$ cat config.mk
export PLATFORM = sky130hd
export DESIGN_NAME = arp_responder_with_cache
export DESIGN_NICKNAME = d
export VERILOG_FILES = /design/src/hdl/arpc_pkg.sv /design/src/hdl/arpc_ram.sv /design/src/hdl/arp_responder_with_cache.sv
export SDC_FILE = /design/constraint.sdc
export NUM_CORES = 2
export LEC_CHECK = 0
export ABC_AREA = 1
export BUFFER_PORTS_ARGS = -buffer_cell sky130_fd_sc_hd__buf_2
export CORE_ASPECT_RATIO = 0.5
export CORE_MARGIN = 3
export CORE_UTILIZATION = 35
export CTS_CLUSTER_DIAMETER = 120
export CTS_CLUSTER_SIZE = 25
export DETAILED_ROUTE_END_ITERATION = 12
export HOLD_SLACK_MARGIN = 0.15
export PLACE_DENSITY = 0.52
export SLEW_MARGIN = 25
export SYNTH_ARGS = -nofsm -noshare
export SYNTH_HDL_FRONTEND = slang
export SYNTH_SLANG_ARGS = --single-unit
$ cat constraint.sdc
create_clock -name clk_i -period 32.4 [get_ports clk_i]
set_input_delay 1.62 -clock clk_i [delete_from_list [all_inputs] [get_ports clk_i]]
set_output_delay 1.62 -clock clk_i [all_outputs]
set_load 0.1 [all_outputs]
$ cat src/hdl/arpc_pkg.sv
`timescale 1ns / 1ps
// Shared constants for the ARP responder with its IPv4 to MAC cache.
// Used by the top level arp_responder_with_cache and by its testbench.
package arpc_pkg;

  // Cache geometry.
  localparam int unsigned CACHE_ENTRIES = 16;
  localparam int unsigned IDX_W = (CACHE_ENTRIES > 1) ? $clog2(CACHE_ENTRIES) : 1;
  localparam int unsigned CNT_W = $clog2(CACHE_ENTRIES + 1);

  // Field widths.
  localparam int unsigned IP_W    = 32;
  localparam int unsigned MAC_W   = 48;
  localparam int unsigned ENTRY_W = IP_W + MAC_W;

  // Configuration port.
  localparam int unsigned APB_AW = 4;
  localparam int unsigned APB_DW = 64;
  localparam logic REG_OWN_IP  = 1'b0;
  localparam logic REG_OWN_MAC = 1'b1;

  // Input commands.
  localparam logic [1:0] CMD_RECEIVE = 2'd0;
  localparam logic [1:0] CMD_SEND    = 2'd1;
  localparam logic [1:0] CMD_LOOKUP  = 2'd2;

  // Result outcomes.
  localparam logic [2:0] OUT_LEARNED = 3'd0;
  localparam logic [2:0] OUT_REPLY   = 3'd1;
  localparam logic [2:0] OUT_REQUEST = 3'd2;
  localparam logic [2:0] OUT_LOOKUP  = 3'd3;
  localparam logic [2:0] OUT_DROPPED = 3'd4;

  // ARP packet field values.
  localparam logic [15:0] PROTO_IPV4   = 16'h0800;
  localparam logic [15:0] PKT_OP_REQ   = 16'd1;
  localparam logic [15:0] PKT_OP_REPLY = 16'd2;
  localparam logic [1:0]  ARP_OP_NONE  = 2'd0;
  localparam logic [1:0]  ARP_OP_REQ   = 2'd1;
  localparam logic [1:0]  ARP_OP_REPLY = 2'd2;

  localparam logic [MAC_W-1:0] MAC_BROADCAST = {MAC_W{1'b1}};

endpackage

$ cat src/hdl/arpc_ram.sv
`timescale 1ns / 1ps
// Generic single-write, single-read RAM with a registered read port.
// Holds the cache entries; depends on nothing else.
module arpc_ram #(
  parameter int unsigned WIDTH = 8,
  parameter int unsigned DEPTH = 16
) (
  input  logic                                          clk_i,
  input  logic                                          we_i,
  input  logic [((DEPTH > 1) ? $clog2(DEPTH) : 1)-1:0]  waddr_i,
  input  logic [WIDTH-1:0]                              wdata_i,
  input  logic [((DEPTH > 1) ? $clog2(DEPTH) : 1)-1:0]  raddr_i,
  output logic [WIDTH-1:0]                              rdata_o
);

  logic [WIDTH-1:0] mem_q [DEPTH];
  logic [WIDTH-1:0] rdata_q;

  // Write port and registered read port.
  always_ff @(posedge clk_i) begin
    if (we_i) begin
      mem_q[waddr_i] <= wdata_i;
    end
    rdata_q <= mem_q[raddr_i];
  end

  assign rdata_o = rdata_q;

endmodule

$ cat src/hdl/arp_responder_with_cache.sv
`timescale 1ns / 1ps
// ARP responder top level with its IPv4 to MAC cache.
// Depends on arpc_pkg and arpc_ram.
//
// One transaction is taken at a time; in_ready_o is high only while the
// sequencer is idle. A send command or a dropped packet goes from idle
// straight to the output state. A lookup or a learning packet scans the cache
// one entry per cycle through a single equality comparator behind the
// registered RAM read; a learning packet then passes through the write state.
// The scan stops early at a matching entry. A finished result sits in an
// output register, so the next transaction may be accepted while it waits.
// Cache entries have reset-cleared valid bits; no clearing pass is needed
// after reset.
module arp_responder_with_cache
  import arpc_pkg::*;
(
  input  logic                clk_i,
  input  logic                rst_ni,
  // Configuration port.
  input  logic                psel,
  input  logic                penable,
  input  logic                pwrite,
  input  logic [APB_AW-1:0]   paddr,
  input  logic [APB_DW-1:0]   pwdata,
  output logic [APB_DW-1:0]   prdata,
  output logic                pready,
  // Input channel.
  input  logic                in_valid_i,
  output logic                in_ready_o,
  input  logic [1:0]          command_i,
  input  logic [15:0]         proto_type_i,
  input  logic [15:0]         opcode_i,
  input  logic [MAC_W-1:0]    sender_mac_i,
  input  logic [IP_W-1:0]     sender_ip_i,
  input  logic [IP_W-1:0]     target_ip_i,
  // Output channel.
  output logic                out_valid_o,
  input  logic                out_ready_i,
  output logic [2:0]          outcome_o,
  output logic [MAC_W-1:0]    eth_dest_mac_o,
  output logic [1:0]          arp_op_o,
  output logic [MAC_W-1:0]    frame_sender_mac_o,
  output logic [IP_W-1:0]     frame_sender_ip_o,
  output logic [MAC_W-1:0]    frame_target_mac_o,
  output logic [IP_W-1:0]     frame_target_ip_o,
  output logic                hit_o,
  output logic [MAC_W-1:0]    hit_mac_o,
  output logic                table_full_o
);

  // Sequencer states.
  localparam logic [1:0] ST_IDLE  = 2'd0;
  localparam logic [1:0] ST_SCAN  = 2'd1;
  localparam logic [1:0] ST_WRITE = 2'd2;
  localparam logic [1:0] ST_OUT   = 2'd3;

  localparam logic [CNT_W-1:0] CNT_END  = CNT_W'(CACHE_ENTRIES);
  localparam logic [IDX_W-1:0] IDX_LAST = IDX_W'(CACHE_ENTRIES - 1);

  // Configuration registers.
  logic [IP_W-1:0]  own_ip_q;
  logic [MAC_W-1:0] own_mac_q;

  // Control state.
  logic [1:0]               state_q, state_d;
  logic [CNT_W-1:0]         cnt_q, cnt_d;
  logic                     cmp_vld_q, cmp_vld_d;
  logic [IDX_W-1:0]         cmp_idx_q;
  logic                     match_q, match_d;
  logic [IDX_W-1:0]         match_idx_q;
  logic                     free_q, free_d;
  logic [IDX_W-1:0]         free_idx_q;
  logic                     full_q;
  logic [CACHE_ENTRIES-1:0] valid_q, valid_d;
  logic                     out_valid_q;

  // Latched transaction.
  logic [2:0]       kind_q;
  logic             learn_q;
  logic [IP_W-1:0]  key_q;
  logic [MAC_W-1:0] smac_q;
  logic [IP_W-1:0]  sip_q;
  logic [IP_W-1:0]  tip_q;
  logic [MAC_W-1:0] found_mac_q;

  // Result register.
  logic [2:0]       outcome_q;
  logic [MAC_W-1:0] eth_dest_q;
  logic [1:0]       arp_op_q;
  logic [MAC_W-1:0] fsmac_q;
  logic [IP_W-1:0]  fsip_q;
  logic [MAC_W-1:0] ftmac_q;
  logic [IP_W-1:0]  ftip_q;
  logic             hit_q;
  logic [MAC_W-1:0] hit_mac_q;
  logic             tfull_q;

  // RAM signals.
  logic               ram_we;
  logic [IDX_W-1:0]   ram_waddr;
  logic [ENTRY_W-1:0] ram_wdata;
  logic [ENTRY_W-1:0] ram_rdata;

  logic in_fire;
  logic out_load;
  logic ip_eq;
  logic cmp_hit;
  logic cmp_free;
  logic scan_done;

  // Decode of a new transaction.
  logic       is_ipv4, for_us;
  logic [2:0] kind_new;
  logic       learn_new;

  assign in_ready_o = (state_q == ST_IDLE);
  assign in_fire    = in_valid_i && in_ready_o;

  always_comb begin
    is_ipv4   = (proto_type_i == PROTO_IPV4);
    for_us    = (target_ip_i == own_ip_q);
    kind_new  = OUT_DROPPED;
    learn_new = 1'b0;
    case (command_i)
      CMD_RECEIVE: begin
        if (is_ipv4 && for_us && opcode_i == PKT_OP_REQ) begin
          kind_new  = OUT_REPLY;
          learn_new = 1'b1;
        end else if ((is_ipv4 && opcode_i == PKT_OP_REQ) ||
                     (for_us && opcode_i == PKT_OP_REPLY)) begin
          kind_new  = OUT_LEARNED;
          learn_new = 1'b1;
        end
      end
      CMD_SEND:   kind_new = OUT_REQUEST;
      CMD_LOOKUP: kind_new = OUT_LOOKUP;
      default:    kind_new = OUT_DROPPED;
    endcase
  end

  // Configuration writes and reads; the register is picked by address bit 3.
  assign pready = 1'b1;
  assign prdata = (paddr[3] == REG_OWN_MAC) ? APB_DW'(own_mac_q) : APB_DW'(own_ip_q);

  always_ff @(posedge clk_i or negedge rst_ni) begin
    if (!rst_ni) begin
      own_ip_q  <= '0;
      own_mac_q <= '0;
    end else if (psel && penable && pwrite) begin
      if (paddr[3] == REG_OWN_MAC) begin
        own_mac_q <= pwdata[MAC_W-1:0];
      end else begin
        own_ip_q <= pwdata[IP_W-1:0];
      end
    end
  end

  // Cache storage: {ip, mac} per entry.
  arpc_ram #(
    .WIDTH (ENTRY_W),
    .DEPTH (CACHE_ENTRIES)
  ) u_ram (
    .clk_i   (clk_i),
    .we_i    (ram_we),
    .waddr_i (ram_waddr),
    .wdata_i (ram_wdata),
    .raddr_i (cnt_q[IDX_W-1:0]),
    .rdata_o (ram_rdata)
  );

  // Shared comparator on the entry read in the previous cycle.
  assign ip_eq     = (ram_rdata[ENTRY_W-1:MAC_W] == key_q);
  assign cmp_hit   = cmp_vld_q && valid_q[cmp_idx_q] && ip_eq;
  assign cmp_free  = cmp_vld_q && !valid_q[cmp_idx_q] && !free_q;
  assign scan_done = cmp_vld_q && (cmp_hit || cmp_idx_q == IDX_LAST);

  // Learning write, either a MAC update or a fill of the first free slot.
  assign ram_we    = (state_q == ST_WRITE) && (match_q || free_q);
  assign ram_waddr = match_q ? match_idx_q : free_idx_q;
  assign ram_wdata = {sip_q, smac_q};

  assign out_load = (state_q == ST_OUT) && (!out_valid_q || out_ready_i);

  // Sequencer next state.
  always_comb begin
    state_d   = state_q;
    cnt_d     = cnt_q;
    cmp_vld_d = 1'b0;
    match_d   = match_q;
    free_d    = free_q;
    valid_d   = valid_q;
    case (state_q)
      ST_IDLE: begin
        if (in_fire) begin
          cnt_d   = '0;
          match_d = 1'b0;
          free_d  = 1'b0;
          if (learn_new || kind_new == OUT_LOOKUP) begin
            state_d = ST_SCAN;
          end else begin
            state_d = ST_OUT;
          end
        end
      end
      ST_SCAN: begin
        if (cmp_hit) begin
          match_d = 1'b1;
        end
        if (cmp_free) begin
          free_d = 1'b1;
        end
        if (scan_done) begin
          state_d = learn_q ? ST_WRITE : ST_OUT;
        end else begin
          if (cnt_q < CNT_END) begin
            cnt_d     = cnt_q + CNT_W'(1);
            cmp_vld_d = 1'b1;
          end
        end
      end
      ST_WRITE: begin
        if (!match_q && free_q) begin
          valid_d[free_idx_q] = 1'b1;
        end
        state_d = ST_OUT;
      end
      ST_OUT: begin
        if (out_load) begin
          state_d = ST_IDLE;
        end
      end
      default: state_d = ST_IDLE;
    endcase
  end

  // Control registers.
  always_ff @(posedge clk_i or negedge rst_ni) begin
    if (!rst_ni) begin
      state_q     <= ST_IDLE;
      cnt_q       <= '0;
      cmp_vld_q   <= 1'b0;
      match_q     <= 1'b0;
      free_q      <= 1'b0;
      valid_q     <= '0;
      out_valid_q <= 1'b0;
    end else begin
      state_q   <= state_d;
      cnt_q     <= cnt_d;
      cmp_vld_q <= cmp_vld_d;
      match_q   <= match_d;
      free_q    <= free_d;
      valid_q   <= valid_d;
      if (out_load) begin
        out_valid_q <= 1'b1;
      end else if (out_ready_i) begin
        out_valid_q <= 1'b0;
      end
    end
  end

  // Transaction and scan payload registers.
  always_ff @(posedge clk_i) begin
    cmp_idx_q <= cnt_q[IDX_W-1:0];
    if (in_fire) begin
      kind_q  <= kind_new;
      learn_q <= learn_new;
      key_q   <= (command_i == CMD_LOOKUP) ? target_ip_i : sender_ip_i;
      smac_q  <= sender_mac_i;
      sip_q   <= sender_ip_i;
      tip_q   <= target_ip_i;
    end
    if (state_q == ST_SCAN && cmp_hit) begin
      match_idx_q <= cmp_idx_q;
      found_mac_q <= ram_rdata[MAC_W-1:0];
    end
    if (state_q == ST_SCAN && cmp_free) begin
      free_idx_q <= cmp_idx_q;
    end
    if (state_q == ST_WRITE) begin
      full_q <= !match_q && !free_q;
    end else if (in_fire) begin
      full_q <= 1'b0;
    end
  end

  // Result register, loaded when it is empty or its result is taken in the same cycle.
  always_ff @(posedge clk_i) begin
    if (out_load) begin
      outcome_q <= kind_q;
      eth_dest_q <= '0;
      arp_op_q   <= ARP_OP_NONE;
      fsmac_q    <= '0;
      fsip_q     <= '0;
      ftmac_q    <= '0;
      ftip_q     <= '0;
      hit_q      <= 1'b0;
      hit_mac_q  <= '0;
      tfull_q    <= learn_q && full_q;
      case (kind_q)
        OUT_REPLY: begin
          eth_dest_q <= smac_q;
          arp_op_q   <= ARP_OP_REPLY;
          fsmac_q    <= own_mac_q;
          fsip_q     <= tip_q;
          ftmac_q    <= smac_q;
          ftip_q     <= sip_q;
        end
        OUT_REQUEST: begin
          eth_dest_q <= MAC_BROADCAST;
          arp_op_q   <= ARP_OP_REQ;
          fsmac_q    <= own_mac_q;
          fsip_q     <= own_ip_q;
          ftip_q     <= tip_q;
        end
        OUT_LOOKUP: begin
          hit_q     <= match_q;
          hit_mac_q <= match_q ? found_mac_q : '0;
        end
        default: begin
        end
      endcase
    end
  end

  assign out_valid_o        = out_valid_q;
  assign outcome_o          = outcome_q;
  assign eth_dest_mac_o     = eth_dest_q;
  assign arp_op_o           = arp_op_q;
  assign frame_sender_mac_o = fsmac_q;
  assign frame_sender_ip_o  = fsip_q;
  assign frame_target_mac_o = ftmac_q;
  assign frame_target_ip_o  = ftip_q;
  assign hit_o              = hit_q;
  assign hit_mac_o          = hit_mac_q;
  assign table_full_o       = tfull_q;

endmodule

==> results.json <==
{
  "drv_cap": 0,
  "ys_warn_count": 0,
  "final_cell_mix": "edfxtp_1, nor2_1, o21ai_0",
  "ant_nets": 0,
  "cts_buffer_depth": 3,
  "routed_wl_um": 211000,
  "rsz0062_at_grt": "false",
  "grt_usage_pct": 18.8,
  "fmax_mhz": 206,
  "setup-violations-final": 0,
  "synth.distinct_cells": 38,
  "syn_to_final_growth_pct": 10.7,
  "critPathLaunchType": "input pin",
  "slew_headroom_pct": 26.2,
  "fillers": 19900,
  "post-route-util_pct": 39.3,
  "status": "finished clean",
  "synth_enable_flop_cells": 1748,
  "insertion_delay_ps": 740,
  "grt_pass1_vias": 43100,
  "synth.avg_cell_area_um2": 13.1,
  "arrival_ps": 3240,
  "holdCritStartpoint": "u_ram.rdata_o[29]",
  "first_pass_iters": 5,
  "synth-async-reset-ratio_pct": 5.52,
  "maxSlewViolCount": 0,
  "cp_data_required_time_ps": 30780,
  "peakVddDrop_uv": 54.0,
  "viasPerCell": 5.11,
  "core_area_um2": 209000,
  "io_buffer_count": 514,
  "path_clk_slew_ps": 100,
  "num_vias": 45400,
  "numCtsBuffers": 87,
  "pin_count": 551,
  "die_area_um2": 218000,
  "powerDensity_nw_per_um2": 79.0,
  "rows": 118,
  "initial_core_util_pct": 35.5,
  "syn-instance-count": 5646,
  "finClkSkew_ps": 28.9,
  "fin_crit_ps": 4860,
  "cts_tree": "done",
  "netlist_area_um2": 74100,
  "place_congestion": 0.823,
  "cts-root-buf": "clkbuf_16",
  "min_period_over_period_pct": 15.0,
  "ys_ff_latch": 1939,
  "synth_ff_type": "edfxtp_1",
  "ys_seq_area_share_pct": 76.7,
  "worstPathMaxFanout": 82,
  "detail_route.wl_per_cell_um": 23.8,
  "grt_pass1_wl_um": 305000,
  "finalHoldViolations": 0,
  "layout_commonest_cell": "edfxtp_1",
  "synthDominantCellAreaShare_pct": 70.9,
  "dp.cells": 8727,
  "htreeDepth": 3,
  "drt-initial-drc-count": 4278,
  "cts.sinks": 1939,
  "drc": 0,
  "synthTopCellsByArea": "edfxtp_1, o21ai_0, nor2_1",
  "cts_setup_buffers": 0,
  "cts.repair.resized": 0,
  "r2r_start": "state_q[0]",
  "die_y_um": 331,
  "crit_type": "in -> out",
  "tns_ps": 0,
  "hold_buffers": 0,
  "place_hpwl_um": 116000,
  "fin_cells": 8886,
  "die_w_um": 657,
  "endpoint_kind": "output port",
  "drive_above_1_share_pct": 12.6,
  "power_leakage_nw": 28.9,
  "cp-startpoint": "paddr[3]",
  "antenna_found_initial": 17,
  "synth_area_leader_cell": "edfxtp_1",
  "grt_overflow": 0,
  "grt_start_max_net_pins": 197,
  "hold_class": "reg -> reg",
  "tightest_slew_ps": 1110,
  "nets": 6225
}
-- sequential cells by signal, indices dropped and copies added, names as in the netlist, 48 cells and up --
register and flops:
eth_dest_mac_o 48, found_mac_q 48, frame_sender_mac_o 48, frame_target_mac_o 48
hit_mac_o 48, own_mac_q 48, smac_q 48, u_ram.mem_q 1280
u_ram.rdata_o 80
-- cells by family after synthesis --
family	after synthesis	synth area share (%)
buf+inv	724	4.12
xor+xnor	31	0.366
simple gates	1449	7.57
flops	1939	76.7
other cells	2	0.0101
fa+ha+maj	8	0.135
mux	21	0.319
compound gates	1472	10.7
-- where the power goes --
part	switching, mW	internal, mW	total, mW
clock network	0.785	0.527	1.31
logic	1.50	0.393	1.90
registers	0.199	3.08	3.28
total	2.49	4.00	6.48
-- worst max-delay path, stage by stage --
cell and delay (ps):
buf_2 70, buf_4 700, nand2_1 130, o21ai_0 170, buf_2 490
-- area by class of cell --
class                      instances  area [um^2]  area share (%)
multi-input combinational       2998        14400            17.6
tap                             2820         3530            4.30
inverter                         372         1430            1.75
clock buffer                     147         2440            2.98
sequential                      1939        56900            69.3
timing repair buffer             598         3260            3.97
clock inverter                     6         95.1           0.116
antenna                            6         15.0          0.0183
-- metrics by stage --
stage / hold WS (ps) / setup WS, ps / area (um^2) / power (mW)
6_report: 396 / 27540 / 82000 / 6.48
5_1_grt: 378 / 27450 / 82000 / 6.79
4_1_cts: 385 / 27520 / 82000 / 6.55
2_1_floorplan: 345 / 17180 / 74100 / 4.78
3_3_place_gp: 387 / 27540 / 79500 / 5.24
3_5_place_dp: 389 / 27520 / 79500 / 5.25
-- path summary, 6_finish.rpt --
check | end | slack (ps) | depth (start not counted)
worst max-delay path | prdata[6] | 27540 | 5
worst min-delay path | found_mac_q[29] | 400 | 0
worst max register to register | u_ram.mem_q[15][55] | 28220 | 8
worst min register to register | found_mac_q[29] | 400 | 0
max in group asynchronous | own_ip_q[25] | 30060 | 2
min in group asynchronous | out_valid_o | 940 | 1
-- routing by layer --
layer,up-vias,track usage [%],routed length (um),share of wire (%)
li1,20800,-,-,-
met5,-,0,48,0.023
met3,207,2.88,11100,5.3
met2,1145,30.5,99300,47
met1,23200,26.8,96800,46
met4,8,3.79,4100,1.9
-- synthesized netlist by cell type, drive strengths merged, types with 2 or more instances --
| cell | count |
|---|---|
| nand3 | 37 |
| mux2 | 21 |
| a21oi | 82 |
| ha | 8 |
| inv | 372 |
| buf | 123 |
| nand4 | 15 |
| conb | 2 |
| xnor2 | 28 |
| edfxtp | 1748 |
| o22ai | 408 |
| o21ai | 952 |
| and3 | 2 |
| xor2 | 3 |
| dfxtp | 84 |
| nor2 | 996 |
| clkbuf | 229 |
| a22oi | 24 |
| nor3 | 8 |
| nor4b | 2 |
| dfrtp | 107 |
| or2 | 11 |
| nor4 | 9 |
| nand2 | 368 |
Note: power is estimated with default switching activity, not from simulation.
